File: src/rtl/core/dbp_pkg.sv
package dbp_pkg;

   localparam int DbpFifoDepth = 4;

   typedef enum logic {
      CMD_START = 1'b0,
      CMD_BASE  = 1'b1
   } dbp_cmd_type;

   localparam logic [7:0] CodeMask2 = 8'h03;
   localparam logic [7:0] CodeMask4 = 8'h0F;
   localparam logic [1:0] LastSlot2 = 2'd3;

   typedef struct packed {
      logic [7:0] out_byte;
      logic       last;
   } dbp_result_type;

   typedef struct packed {
      logic [1:0]     count;
      dbp_result_type first;
      dbp_result_type second;
   } dbp_push_type;

   function automatic logic [7:0] dbp_base_code(input logic [7:0] ch, input logic with_n);
      logic [7:0] code;
      begin
         case (ch)
            8'h41: code = 8'd0;
            8'h47: code = 8'd1;
            8'h43: code = 8'd2;
            8'h54: code = 8'd3;
            8'h4E: code = with_n ? 8'd4 : 8'd0;
            default: code = 8'd0;
         endcase
         return code;
      end
   endfunction

endpackage

File: src/rtl/core/dbp_if.sv
interface dbp_req_if;
   logic        valid;
   logic        ready;
   logic        command;
   logic [15:0] read_length;
   logic [7:0]  base_char;

   modport source (output valid, command, read_length, base_char, input ready);
   modport sink (input valid, command, read_length, base_char, output ready);
endinterface

interface dbp_rsp_if;
   logic       valid;
   logic       ready;
   logic [7:0] out_byte;
   logic       last;

   modport source (output valid, out_byte, last, input ready);
   modport sink (input valid, out_byte, last, output ready);
endinterface

interface dbp_csr_if;
   logic valid;
   logic ready;
   logic nibble_mode;

   modport source (output valid, nibble_mode, input ready);
   modport sink (input valid, nibble_mode, output ready);
endinterface

File: src/rtl/core/dbp_fifo.sv
module dbp_fifo
   import dbp_pkg::*;
#(
   parameter int DEPTH = DbpFifoDepth
) (
   input  logic           clock,
   input  logic           reset,
   input  dbp_push_type   push,
   output logic           room_for_two,
   output logic           out_valid,
   input  logic           out_ready,
   output dbp_result_type out_data
);

   localparam int PW = (DEPTH > 1) ? $clog2(DEPTH) : 1;
   localparam int CW = $clog2(DEPTH + 1);
   localparam logic [PW-1:0] PtrMax = PW'(DEPTH - 1);
   localparam logic [CW-1:0] RoomLimit = CW'(DEPTH - 2);

   dbp_result_type entry_ff [DEPTH];
   logic [PW-1:0]  wr_ptr_ff, wr_ptr_in, rd_ptr_ff, rd_ptr_in, wr_ptr_1;
   logic [CW-1:0]  count_ff, count_in;
   logic           pop;

   function automatic logic [PW-1:0] bump(input logic [PW-1:0] p);
      return (p == PtrMax) ? '0 : p + PW'(1);
   endfunction

   assign pop          = out_valid && out_ready;
   assign out_valid    = (count_ff != '0);
   assign out_data     = entry_ff[rd_ptr_ff];
   assign room_for_two = (count_ff <= RoomLimit);
   assign wr_ptr_1     = bump(wr_ptr_ff);

   always_comb begin
      rd_ptr_in = pop ? bump(rd_ptr_ff) : rd_ptr_ff;
      case (push.count)
         2'd1: wr_ptr_in = wr_ptr_1;
         2'd2: wr_ptr_in = bump(wr_ptr_1);
         default: wr_ptr_in = wr_ptr_ff;
      endcase
      count_in = count_ff + CW'(push.count) - CW'(pop);
   end

   always_ff @(posedge clock) begin
      if (reset) begin
         wr_ptr_ff <= '0;
         rd_ptr_ff <= '0;
         count_ff  <= '0;
      end else begin
         wr_ptr_ff <= wr_ptr_in;
         rd_ptr_ff <= rd_ptr_in;
         count_ff  <= count_in;
      end
   end

   always_ff @(posedge clock) begin
      if (push.count != 2'd0) begin
         entry_ff[wr_ptr_ff] <= push.first;
      end
      if (push.count == 2'd2) begin
         entry_ff[wr_ptr_1] <= push.second;
      end
   end

`ifndef SYNTHESIS
   a_count_bound: assert property (@(posedge clock) disable iff (reset)
      count_ff <= CW'(DEPTH))
      else $error("queue count beyond depth");
   a_push_fits: assert property (@(posedge clock) disable iff (reset)
      (push.count != 2'd0) |-> room_for_two)
      else $error("push without room");
   a_pop_count: assert property (@(posedge clock) disable iff (reset)
      (pop && push.count == 2'd0) |=> count_ff == $past(count_ff) - CW'(1))
      else $error("pop did not lower count");
`endif

endmodule

File: src/rtl/core/dna_base_packer.sv
// latency: a transfer's results can be taken from the cycle after its acceptance
// throughput: one item per cycle; a start item yields two bytes, a base at most one
// a four-entry result queue sets the rate: items are taken while it has room for two
// reset: synchronous, clears mode, accumulator, slot, bases left and the queue
module dna_base_packer
   import dbp_pkg::*;
#(
   parameter int FIFO_DEPTH = DbpFifoDepth
) (
   input  logic   clock,
   input  logic   reset,
   dbp_req_if.sink   req_ch,
   dbp_rsp_if.source rsp_ch,
   dbp_csr_if.sink   csr_ch
);

   logic         mode_ff, mode_in;
   logic [7:0]   acc_ff, acc_in;
   logic [1:0]   slot_ff, slot_in;
   logic [15:0]  left_ff, left_in;
   logic         room_for_two, req_xfer;
   dbp_push_type push;
   dbp_result_type head;
   logic [7:0]   code, shifted, merged;
   logic [15:0]  left_dec;
   logic         full;

   assign req_ch.ready = room_for_two;
   assign csr_ch.ready = 1'b1;
   assign req_xfer     = req_ch.valid && req_ch.ready;

   always_comb begin
      if (mode_ff) begin
         code    = dbp_base_code(req_ch.base_char, 1'b1) & CodeMask4;
         shifted = slot_ff[0] ? (code << 4) : code;
         full    = (slot_ff != 2'd0);
      end else begin
         code    = dbp_base_code(req_ch.base_char, 1'b0) & CodeMask2;
         shifted = code << {slot_ff, 1'b0};
         full    = (slot_ff == LastSlot2);
      end
      merged   = acc_ff | shifted;
      left_dec = left_ff - 16'd1;
   end

   always_comb begin
      mode_in = (csr_ch.valid && csr_ch.ready) ? csr_ch.nibble_mode : mode_ff;
      acc_in  = acc_ff;
      slot_in = slot_ff;
      left_in = left_ff;
      push    = '0;
      if (req_xfer) begin
         if (dbp_cmd_type'(req_ch.command) == CMD_START) begin
            left_in               = req_ch.read_length;
            acc_in                = '0;
            slot_in               = '0;
            push.count            = 2'd2;
            push.first.out_byte   = req_ch.read_length[7:0];
            push.first.last       = 1'b0;
            push.second.out_byte  = req_ch.read_length[15:8];
            push.second.last      = (req_ch.read_length == 16'd0);
         end else if (left_ff != 16'd0) begin
            left_in = left_dec;
            if (full || left_dec == 16'd0) begin
               push.count          = 2'd1;
               push.first.out_byte = merged;
               push.first.last     = (left_dec == 16'd0);
               acc_in              = '0;
               slot_in             = '0;
            end else begin
               acc_in  = merged;
               slot_in = slot_ff + 2'd1;
            end
         end
      end
   end

   always_ff @(posedge clock) begin
      if (reset) begin
         mode_ff <= 1'b0;
         acc_ff  <= '0;
         slot_ff <= '0;
         left_ff <= '0;
      end else begin
         mode_ff <= mode_in;
         acc_ff  <= acc_in;
         slot_ff <= slot_in;
         left_ff <= left_in;
      end
   end

   dbp_fifo #(
      .DEPTH(FIFO_DEPTH)
   ) u_fifo (
      .clock       (clock),
      .reset       (reset),
      .push        (push),
      .room_for_two(room_for_two),
      .out_valid   (rsp_ch.valid),
      .out_ready   (rsp_ch.ready),
      .out_data    (head)
   );

   assign rsp_ch.out_byte = head.out_byte;
   assign rsp_ch.last     = head.last;

`ifndef SYNTHESIS
   a_start_clears: assert property (@(posedge clock) disable iff (reset)
      (req_xfer && req_ch.command == CMD_START) |=>
         (acc_ff == 8'd0 && slot_ff == 2'd0 && left_ff == $past(req_ch.read_length)))
      else $error("start transfer did not reset packing state");
   a_idle_base: assert property (@(posedge clock) disable iff (reset)
      (req_xfer && req_ch.command == CMD_BASE && left_ff == 16'd0) |=>
         (left_ff == 16'd0 && $stable(acc_ff) && $stable(slot_ff)))
      else $error("base beyond read length changed state");
   a_empty_slot: assert property (@(posedge clock) disable iff (reset)
      (left_ff == 16'd0) |-> (acc_ff == 8'd0 && slot_ff == 2'd0))
      else $error("partial byte left after read end");
`endif

endmodule

File: src/flat_wrapper.sv
// flat-port wrapper written by rule: the top's interface ports become plain ports
module dna_base_packer_flat import dbp_pkg::*;
#(
   parameter int FIFO_DEPTH = DbpFifoDepth
)
  (clock, reset, req_ch_valid, req_ch_command, req_ch_read_length, req_ch_base_char, req_ch_ready, rsp_ch_valid, rsp_ch_out_byte, rsp_ch_last, rsp_ch_ready, csr_ch_valid, csr_ch_nibble_mode, csr_ch_ready);
  dbp_req_if req_ch_i ();
  dbp_rsp_if rsp_ch_i ();
  dbp_csr_if csr_ch_i ();
  input  logic clock;
  input  logic reset;
  input wire logic [$bits(req_ch_i.valid)-1:0] req_ch_valid;
  input wire logic [$bits(req_ch_i.command)-1:0] req_ch_command;
  input wire logic [$bits(req_ch_i.read_length)-1:0] req_ch_read_length;
  input wire logic [$bits(req_ch_i.base_char)-1:0] req_ch_base_char;
  output wire logic [$bits(req_ch_i.ready)-1:0] req_ch_ready;
  output wire logic [$bits(rsp_ch_i.valid)-1:0] rsp_ch_valid;
  output wire logic [$bits(rsp_ch_i.out_byte)-1:0] rsp_ch_out_byte;
  output wire logic [$bits(rsp_ch_i.last)-1:0] rsp_ch_last;
  input wire logic [$bits(rsp_ch_i.ready)-1:0] rsp_ch_ready;
  input wire logic [$bits(csr_ch_i.valid)-1:0] csr_ch_valid;
  input wire logic [$bits(csr_ch_i.nibble_mode)-1:0] csr_ch_nibble_mode;
  output wire logic [$bits(csr_ch_i.ready)-1:0] csr_ch_ready;
  assign req_ch_i.valid = req_ch_valid;
  assign req_ch_i.command = req_ch_command;
  assign req_ch_i.read_length = req_ch_read_length;
  assign req_ch_i.base_char = req_ch_base_char;
  assign req_ch_ready = req_ch_i.ready;
  assign rsp_ch_valid = rsp_ch_i.valid;
  assign rsp_ch_out_byte = rsp_ch_i.out_byte;
  assign rsp_ch_last = rsp_ch_i.last;
  assign rsp_ch_i.ready = rsp_ch_ready;
  assign csr_ch_i.valid = csr_ch_valid;
  assign csr_ch_i.nibble_mode = csr_ch_nibble_mode;
  assign csr_ch_ready = csr_ch_i.ready;
  dna_base_packer #(.FIFO_DEPTH(FIFO_DEPTH)) u_core (.clock(clock), .reset(reset), .req_ch(req_ch_i), .rsp_ch(rsp_ch_i), .csr_ch(csr_ch_i));
endmodule
File: config.mk
export PLATFORM = sky130hd
export DESIGN_NAME = dna_base_packer_flat
export DESIGN_NICKNAME = d
export VERILOG_FILES = /design/src/rtl/core/dbp_pkg.sv /design/src/rtl/core/dbp_if.sv /design/src/rtl/core/dbp_fifo.sv /design/src/rtl/core/dna_base_packer.sv /design/src/flat_wrapper.sv
export SDC_FILE = /design/constraint.sdc
export NUM_CORES = 1
export LEC_CHECK = 0
export BUFFER_PORTS_ARGS = -buffer_cell sky130_fd_sc_hd__buf_2
export CORE_MARGIN = 4
export CORE_UTILIZATION = 30
export CTS_BUF_LIST = sky130_fd_sc_hd__clkbuf_2 sky130_fd_sc_hd__clkbuf_4 sky130_fd_sc_hd__clkbuf_8
export DETAILED_ROUTE_END_ITERATION = 6
export HOLD_SLACK_MARGIN = 0.03
export PLACE_DENSITY = 0.5
export SLEW_MARGIN = 25
export SYNTH_ARGS = -nofsm -noshare
export SYNTH_HDL_FRONTEND = slang
export SYNTH_SLANG_ARGS = --single-unit
export TNS_END_PERCENT = 30
File: constraint.sdc
create_clock -name clock -period 7.6 [get_ports clock]
set_clock_uncertainty 0.05 [all_clocks]
set_input_delay 1.52 -clock clock [delete_from_list [all_inputs] [get_ports clock]]
set_output_delay 1.52 -clock clock [all_outputs]
set_load 0.01 [all_outputs]
==> Word level (Yosys, flattened, before mapping) <==
Memory sizes are Yosys's and may differ from the RTL's. A register that Yosys moved wholly into a read port is not among the register bits.
Cells that the tools add are included.
{ "totals": {"regBits": 34, "latchBits": 0, "ram_bits": 36, "mem_bits_ro": 0, "input_bits": 31, "out_inout_bits": 12, "word_cells": 69, "n_memories": 1} }
{ "memory_table": {"columns": ["name", "depth", "width", "rd", "rd_ports_with_merged_regs", "wr", "line", "source"], "rows": [
  ["u_core.u_fifo.entry_ff", 4, 9, 1, 1, 2, "dbp_fifo.sv:20", "dbp_result_type entry_ff [DEPTH];"]
]} }
{ "classes": {"add_sub_neg": 7, "n_mul": 0, "div": 0, "order_cmp": 1, "n_eq_ne": 11, "shift": 1, "mux": 29, "bitwise": 1, "n_reduce_logical": 11} }
{ "ops": {"columns": ["op", "count"], "rows": [
  ["== test 8 x 7 -> 1 bit (second input constant)", 4],
  ["logical NOT 16 bit", 2],
  ["two-way mux 16 bit", 2],
  ["two-way mux 8 bit", 4],
  ["two-way mux 11 bit", 2],
  ["two-way mux 20 bit", 1],
  ["two-way mux 2 bit", 9],
  ["nonzero test 16 bit", 1],
  ["subtractor 16 x 1 -> 16 bit (second input constant)", 1],
  ["one-hot mux 3 bit (4 select lines)", 1],
  ["== test 2 bit (second input constant)", 5],
  ["two-way mux 10 bit", 1],
  ["two-way mux 9 bit", 1],
  ["adder 2 x 1 -> 2 bit (second input constant)", 4],
  ["bitwise OR 8 bit", 1],
  ["<< shifter 2 x 3 -> 8 bit", 1],
  ["two-way mux 7 bit", 1],
  ["one-hot mux 2 bit (3 select lines)", 1],
  ["nonzero test 2 bit", 3],
  ["two-way mux 1 bit", 5],
  ["one-hot mux 2 bit (2 select lines)", 1],
  ["adder 3 x 2 -> 3 bit", 1],
  ["less-or-equal comparator 3 x 2 -> 1 bit (second input constant)", 1],
  ["nonzero test 3 bit", 1],
  ["6 further kinds", 7]
]} }

==> Logic depth before layout (Yosys ltp) <==
{ "depth": {"ltp_word": 13, "depth_mapped": 18, "mapped_depth_nobuf": 15} }

==> Modules after synthesis <==
From an unflattened synthesis, not the netlist that was laid out.
{ "unflattened": {"hier_cells": 451, "area_unflattened_um2": 4555.6} }
{ "by_module_without_submodules": {"columns": ["mod", "instances", "cells_per_inst", "area_each_um2"], "rows": [
  ["dbp_fifo", 1, 153, 2337.2],
  ["dna_base_packer", 1, 298, 2218.4]
]} }

==> Worst setup path after synthesis <==
Ideal clock, no wire load.
{ "synth_timing": {"path_type": "input -> register", "startpoint": "input port req_ch_valid", "endpoint": "memory u_core.u_fifo.entry_ff[2][7] (netlist bit), data pin", "setup_time_ns": 0.275, "arrival_ns": 3.761, "t_required_ns": 7.275, "setup_slack_ns": 3.514, "path_stages": 11, "path_buffers": 4, "path_cell_list": "and2_1 nand2_1 inv_1 buf_1 ha_1 clkbuf_1 and2_1 buf_1 clkbuf_1 mux2i_1 o32ai_1"} }
{ "synth_lines": {"columns": ["element", "line", "source"], "rows": [
  ["from (decl)", "flat_wrapper.sv:12", "input wire logic [$bits(req_ch_i.valid)-1:0] req_ch_valid;"],
  ["to (decl)", "dbp_fifo.sv:20", null]
]} }

==> summary by stage <==
Yosys
During synthesis, Yosys emitted a total of 0 warnings. The synthesized design contains 36 enable-type register cells. In this run, distinct cell masters in the synthesized netlist total slightly above 70. Of the synthesized area, sequential elements account for 0.396. After synthesis, the cell types taking the most area are sky130_fd_sc_hd__edfxtp_1 (24%), sky130_fd_sc_hd__dfxtp_1 (16%), sky130_fd_sc_hd__mux2i_1 (6.2%), sky130_fd_sc_hd__ha_1 (4.7%), sky130_fd_sc_hd__mux4_2 (4.5%). The share of synthesized registers carrying an async set or reset is 0. The number of nets in the synthesized netlist is between 500 and 600. The count of mapped cells out of synthesis is between 400 and 500. The number of register bits inferred by synthesis is ~70. The largest total area in the synthesized netlist belongs to sky130_fd_sc_hd__edfxtp_1. The synthesized netlist occupies a cell area of about 4500 µm². The mean instance size in the synthesized netlist is 9.75 µm². Among all flip-flop cells after synthesis, the most frequent one is sky130_fd_sc_hd__edfxtp_1. The share of the synthesized area in the top cell type is 0.238.

Placed design
The number of cells in the design after placement is 662. After detailed placement, the total cell area comes to around 4900 µm². The final weighted congestion in routability-driven placement is just under 0.9. The sum of net half-perimeters after detailed placement is between 9000 and 10000 µm. The count of buffers added on input and output ports is slightly above 40. The post-place setup slack is around 2.4 ns.

Routing
After detailed routing, the average wire length per cell comes to around 18 µm. The iteration-0 DRC count of the detailed router is slightly below 400. Wires add up to about 12000 µm. In the routed design, unresolved DRC markers number 0.

The number of iterations in the first detailed-routing pass is 5. The count of nets left with antenna violations once routing finished came out at 0. Using the TritonRoute via totals, the vias-per-cell ratio works out to 5.54. The total via count after detailed routing is about 3800.

Critical path
The largest single stage delay on the critical path is between 0.9 and 1 ns. Broken down by cell family, the worst path's largest delay share belongs to compound AO/OA/AOI/OAI gates. The startpoint type of the worst setup path is a primary input. The depth of the worst register-to-register path is 11. STA classifies the critical path endpoint as a flip-flop.

The critical path data arrival time is ~4.9 ns. In this run the number of cells on the critical path is 9. The critical-path cell with the highest stage delay is sky130_fd_sc_hd__o31ai_2. The required time of the worst setup path is 7.60 ns. In this run the critical register-to-register path is launched from u_core.left_ff[0]. The critical path goes through buf_2, inv_2, o31ai_2, nor2_2, o21ai_4, ha_1, and2_0, mux2i_1, o22ai_1. The category of the critical setup timing path is primary input to flip-flop. The critical path starts at req_ch_command.

The biggest fanout along the worst timing path is 20. The sum of buffers and inverters on the critical path is 2.

CTS
The hold-fix buffer count after cts is 0. The clock latency of the later-clocked register in the worst-skew pair is about 0.36 ns. The worst-case clock buffer depth is 2. The number of clock buffers inserted by TritonCTS is 9.

The sink count of the clock tree is roughly 70. The CTS tree is built. The number of gates resized after CTS was 0. The H-tree depth reported by CTS is 3.

The clock slew at the register clock pins of the worst setup and hold paths is 0.08 ns. CTS placed an instance of sky130_fd_sc_hd__clkbuf_8 at the clock tree root. In this run the post-CTS setup repair buffer count came out at 0.

Power and ir drop
Summed over all cells, the static leakage comes to ~1.8 nW. IR analysis of the VDD net gives a maximum drop of 0.000100 V. The areal power density over the cells is ~270 nW/µm².

Floorplanning
The top-level port count is between 40 and 50. The initialized floorplan defines 44 standard-cell rows. For this configuration, the core starts out at a cell density of 0.309. From bottom edge to top edge, the die measures roughly 130 µm.

The floorplan step defined a die boundary enclosing roughly 17000 µm². The placeable core area is between 10000 and 15000 µm². The die is 131 µm wide.

Finish
The count of fill cells added during filler insertion is 1475. In the final layout, flip-flops and latches occupy 1800 µm². The final cell count without fillers is around 680. The net count of the finished layout is approximately 540. Of the cells placed in the final design, the portion with a size suffix greater than 1 is 0.174. In the layout the commonest cells are sky130_fd_sc_hd__buf_2 (41), sky130_fd_sc_hd__nor2_1 (37), sky130_fd_sc_hd__dfxtp_1 (36), sky130_fd_sc_hd__edfxtp_1 (36). Leaving out fill and tap cells, the most frequent cell in the layout is sky130_fd_sc_hd__buf_2. The number of antenna diodes in the final layout is 0.

In the final layout, the multi-input gates occupy between 2000 and 3000 µm². The layout overhead on the synthesized area is 11.5%. After routing the design area is approximately 5100 µm².

Global routing
Entering global routing, the biggest net connects 30 pins. The wire length of the first global-routing pass is between 15000 and 20000 µm. The overall routing resource usage is 0.146. The initial antenna violation count is 0. For this run the aggregate overflow at the end of global routing stands at 0. The via count of the first global-routing pass is around 3500.

STA
The pin slew with the least headroom to its limit is around 1 ns. Counting I/O delays and the setup requirement, the final critical path takes 4.89 ns. Of the available clock period, the critical path in the final layout requires 0.643.

Measured against its own limit, the worst slew margin works out to 0.320. The count of pins over their slew limit is 0. After routing, the total negative slack on setup checks comes to 0 ns. In the post-route analysis, the smallest setup slack over all paths is roughly 2.7 ns. Setup violations remaining at the end of the flow were counted as 0. The number of hold violations in the final report is 0. Setup repair after global routing left no endpoint under its margin. The maximum clock frequency is 205 MHz.

Status
The flow ran to the end, and the final reports show no timing, DRC or antenna violations.

Hold path
The min-delay analysis places its worst path in the category flip-flop to flip-flop. Along the worst hold path, the cell count comes to 1. The source of the worst hold timing path is u_core.acc_ff[4].

Run
Across the run, the number of max-cap violations was 0.
[report_power, final]
group | internal [mW] | switching [mW]
sequential | 0.470 | 0.0763
clock | 0.151 | 0.156
combinational | 0.215 | 0.301
total | 0.837 | 0.533
[final timing paths]
kind,endpoint,slack (ns)
hold / removal,u_core.acc_ff[4],0.42
hold reg to reg,u_core.acc_ff[4],0.42
setup / recovery,u_core.u_fifo.entry_ff[3][8],2.71
setup reg to reg,u_core.u_fifo.entry_ff[3][8],2.79
[layout make-up]
cell class,instances,area share
repair buffers,45,0.0464
flip-flops and latches,72,0.356
clock inverters,7,0.0141
inverters,20,0.0148
well taps,184,0.0454
multi-input cells,341,0.499
clock buffers,9,0.0244
[sequential cells by signal, indices dropped and copies added (netlist names), named ones only]
| signal | cells |
|---|---|
| u_core.u_fifo.entry_ff | 36 |
| u_core.slot_ff | 2 |
| u_core.mode_ff | 1 |
| u_core.u_fifo.rd_ptr_ff | 2 |
| u_core.acc_ff | 8 |
| u_core.u_fifo.wr_ptr_ff | 2 |
| u_core.u_fifo.count_ff | 3 |
| u_core.left_ff | 16 |
[stage by stage]
step                      hold slack [ns]  utilization  power [mW]
after floorplan                     0.387            -       0.925
after global placement              0.397        0.331        1.06
after detailed placement            0.402        0.331        1.07
after CTS                           0.421        0.345        1.38
after global routing                0.447        0.345        1.47
final                               0.418        0.345        1.37
[per-layer routing]
metal / vias up / track usage / share of wire
met3: 17 / 0.0276 / 0.049
met1: 1791 / 0.198 / 0.46
met2: 102 / 0.236 / 0.47
met4: 0 / 0.0496 / 0.019
met5: - / 0 / 0
li1: 1844 / - / -
[synth_stat cells, types with 10 or more instances]
library cell,count
sky130_fd_sc_hd__nand2_1,32
sky130_fd_sc_hd__nor4_1,11
sky130_fd_sc_hd__mux2i_1,28
sky130_fd_sc_hd__inv_1,18
sky130_fd_sc_hd__o21ai_1,10
sky130_fd_sc_hd__o32ai_1,22
sky130_fd_sc_hd__a21oi_1,32
sky130_fd_sc_hd__dfxtp_1,36
sky130_fd_sc_hd__ha_1,17
sky130_fd_sc_hd__clkbuf_1,22
sky130_fd_sc_hd__o21ai_0,15
sky130_fd_sc_hd__nor2_1,37
sky130_fd_sc_hd__edfxtp_1,36
sky130_fd_sc_hd__a31oi_1,10
[logic make-up after synthesis]
kind of cell    after synthesis  synth area share
fa+ha+maj                    18            0.0512
xor+xnor                      5           0.00964
compound gates              136             0.211
mux                          40             0.114
other cells                   1          0.000825
buf+inv                      53            0.0473
flops                        72             0.396
simple gates                141             0.170
[worst register-to-register path: stages (launching register included)]
cell and delay [ns]:
sky130_fd_sc_hd__dfxtp_1 0.42, sky130_fd_sc_hd__inv_1 0.10, sky130_fd_sc_hd__ha_1 0.34, sky130_fd_sc_hd__nor4b_4 0.49, sky130_fd_sc_hd__nand3_1 0.30, sky130_fd_sc_hd__o31ai_2 0.91, sky130_fd_sc_hd__nor2_2 0.25, sky130_fd_sc_hd__o21ai_4 0.23
sky130_fd_sc_hd__ha_1 0.39, sky130_fd_sc_hd__and2_0 0.66, sky130_fd_sc_hd__mux2i_1 0.26, sky130_fd_sc_hd__o22ai_1 0.11
No activity file was read; power rests on OpenSTA's default activity.
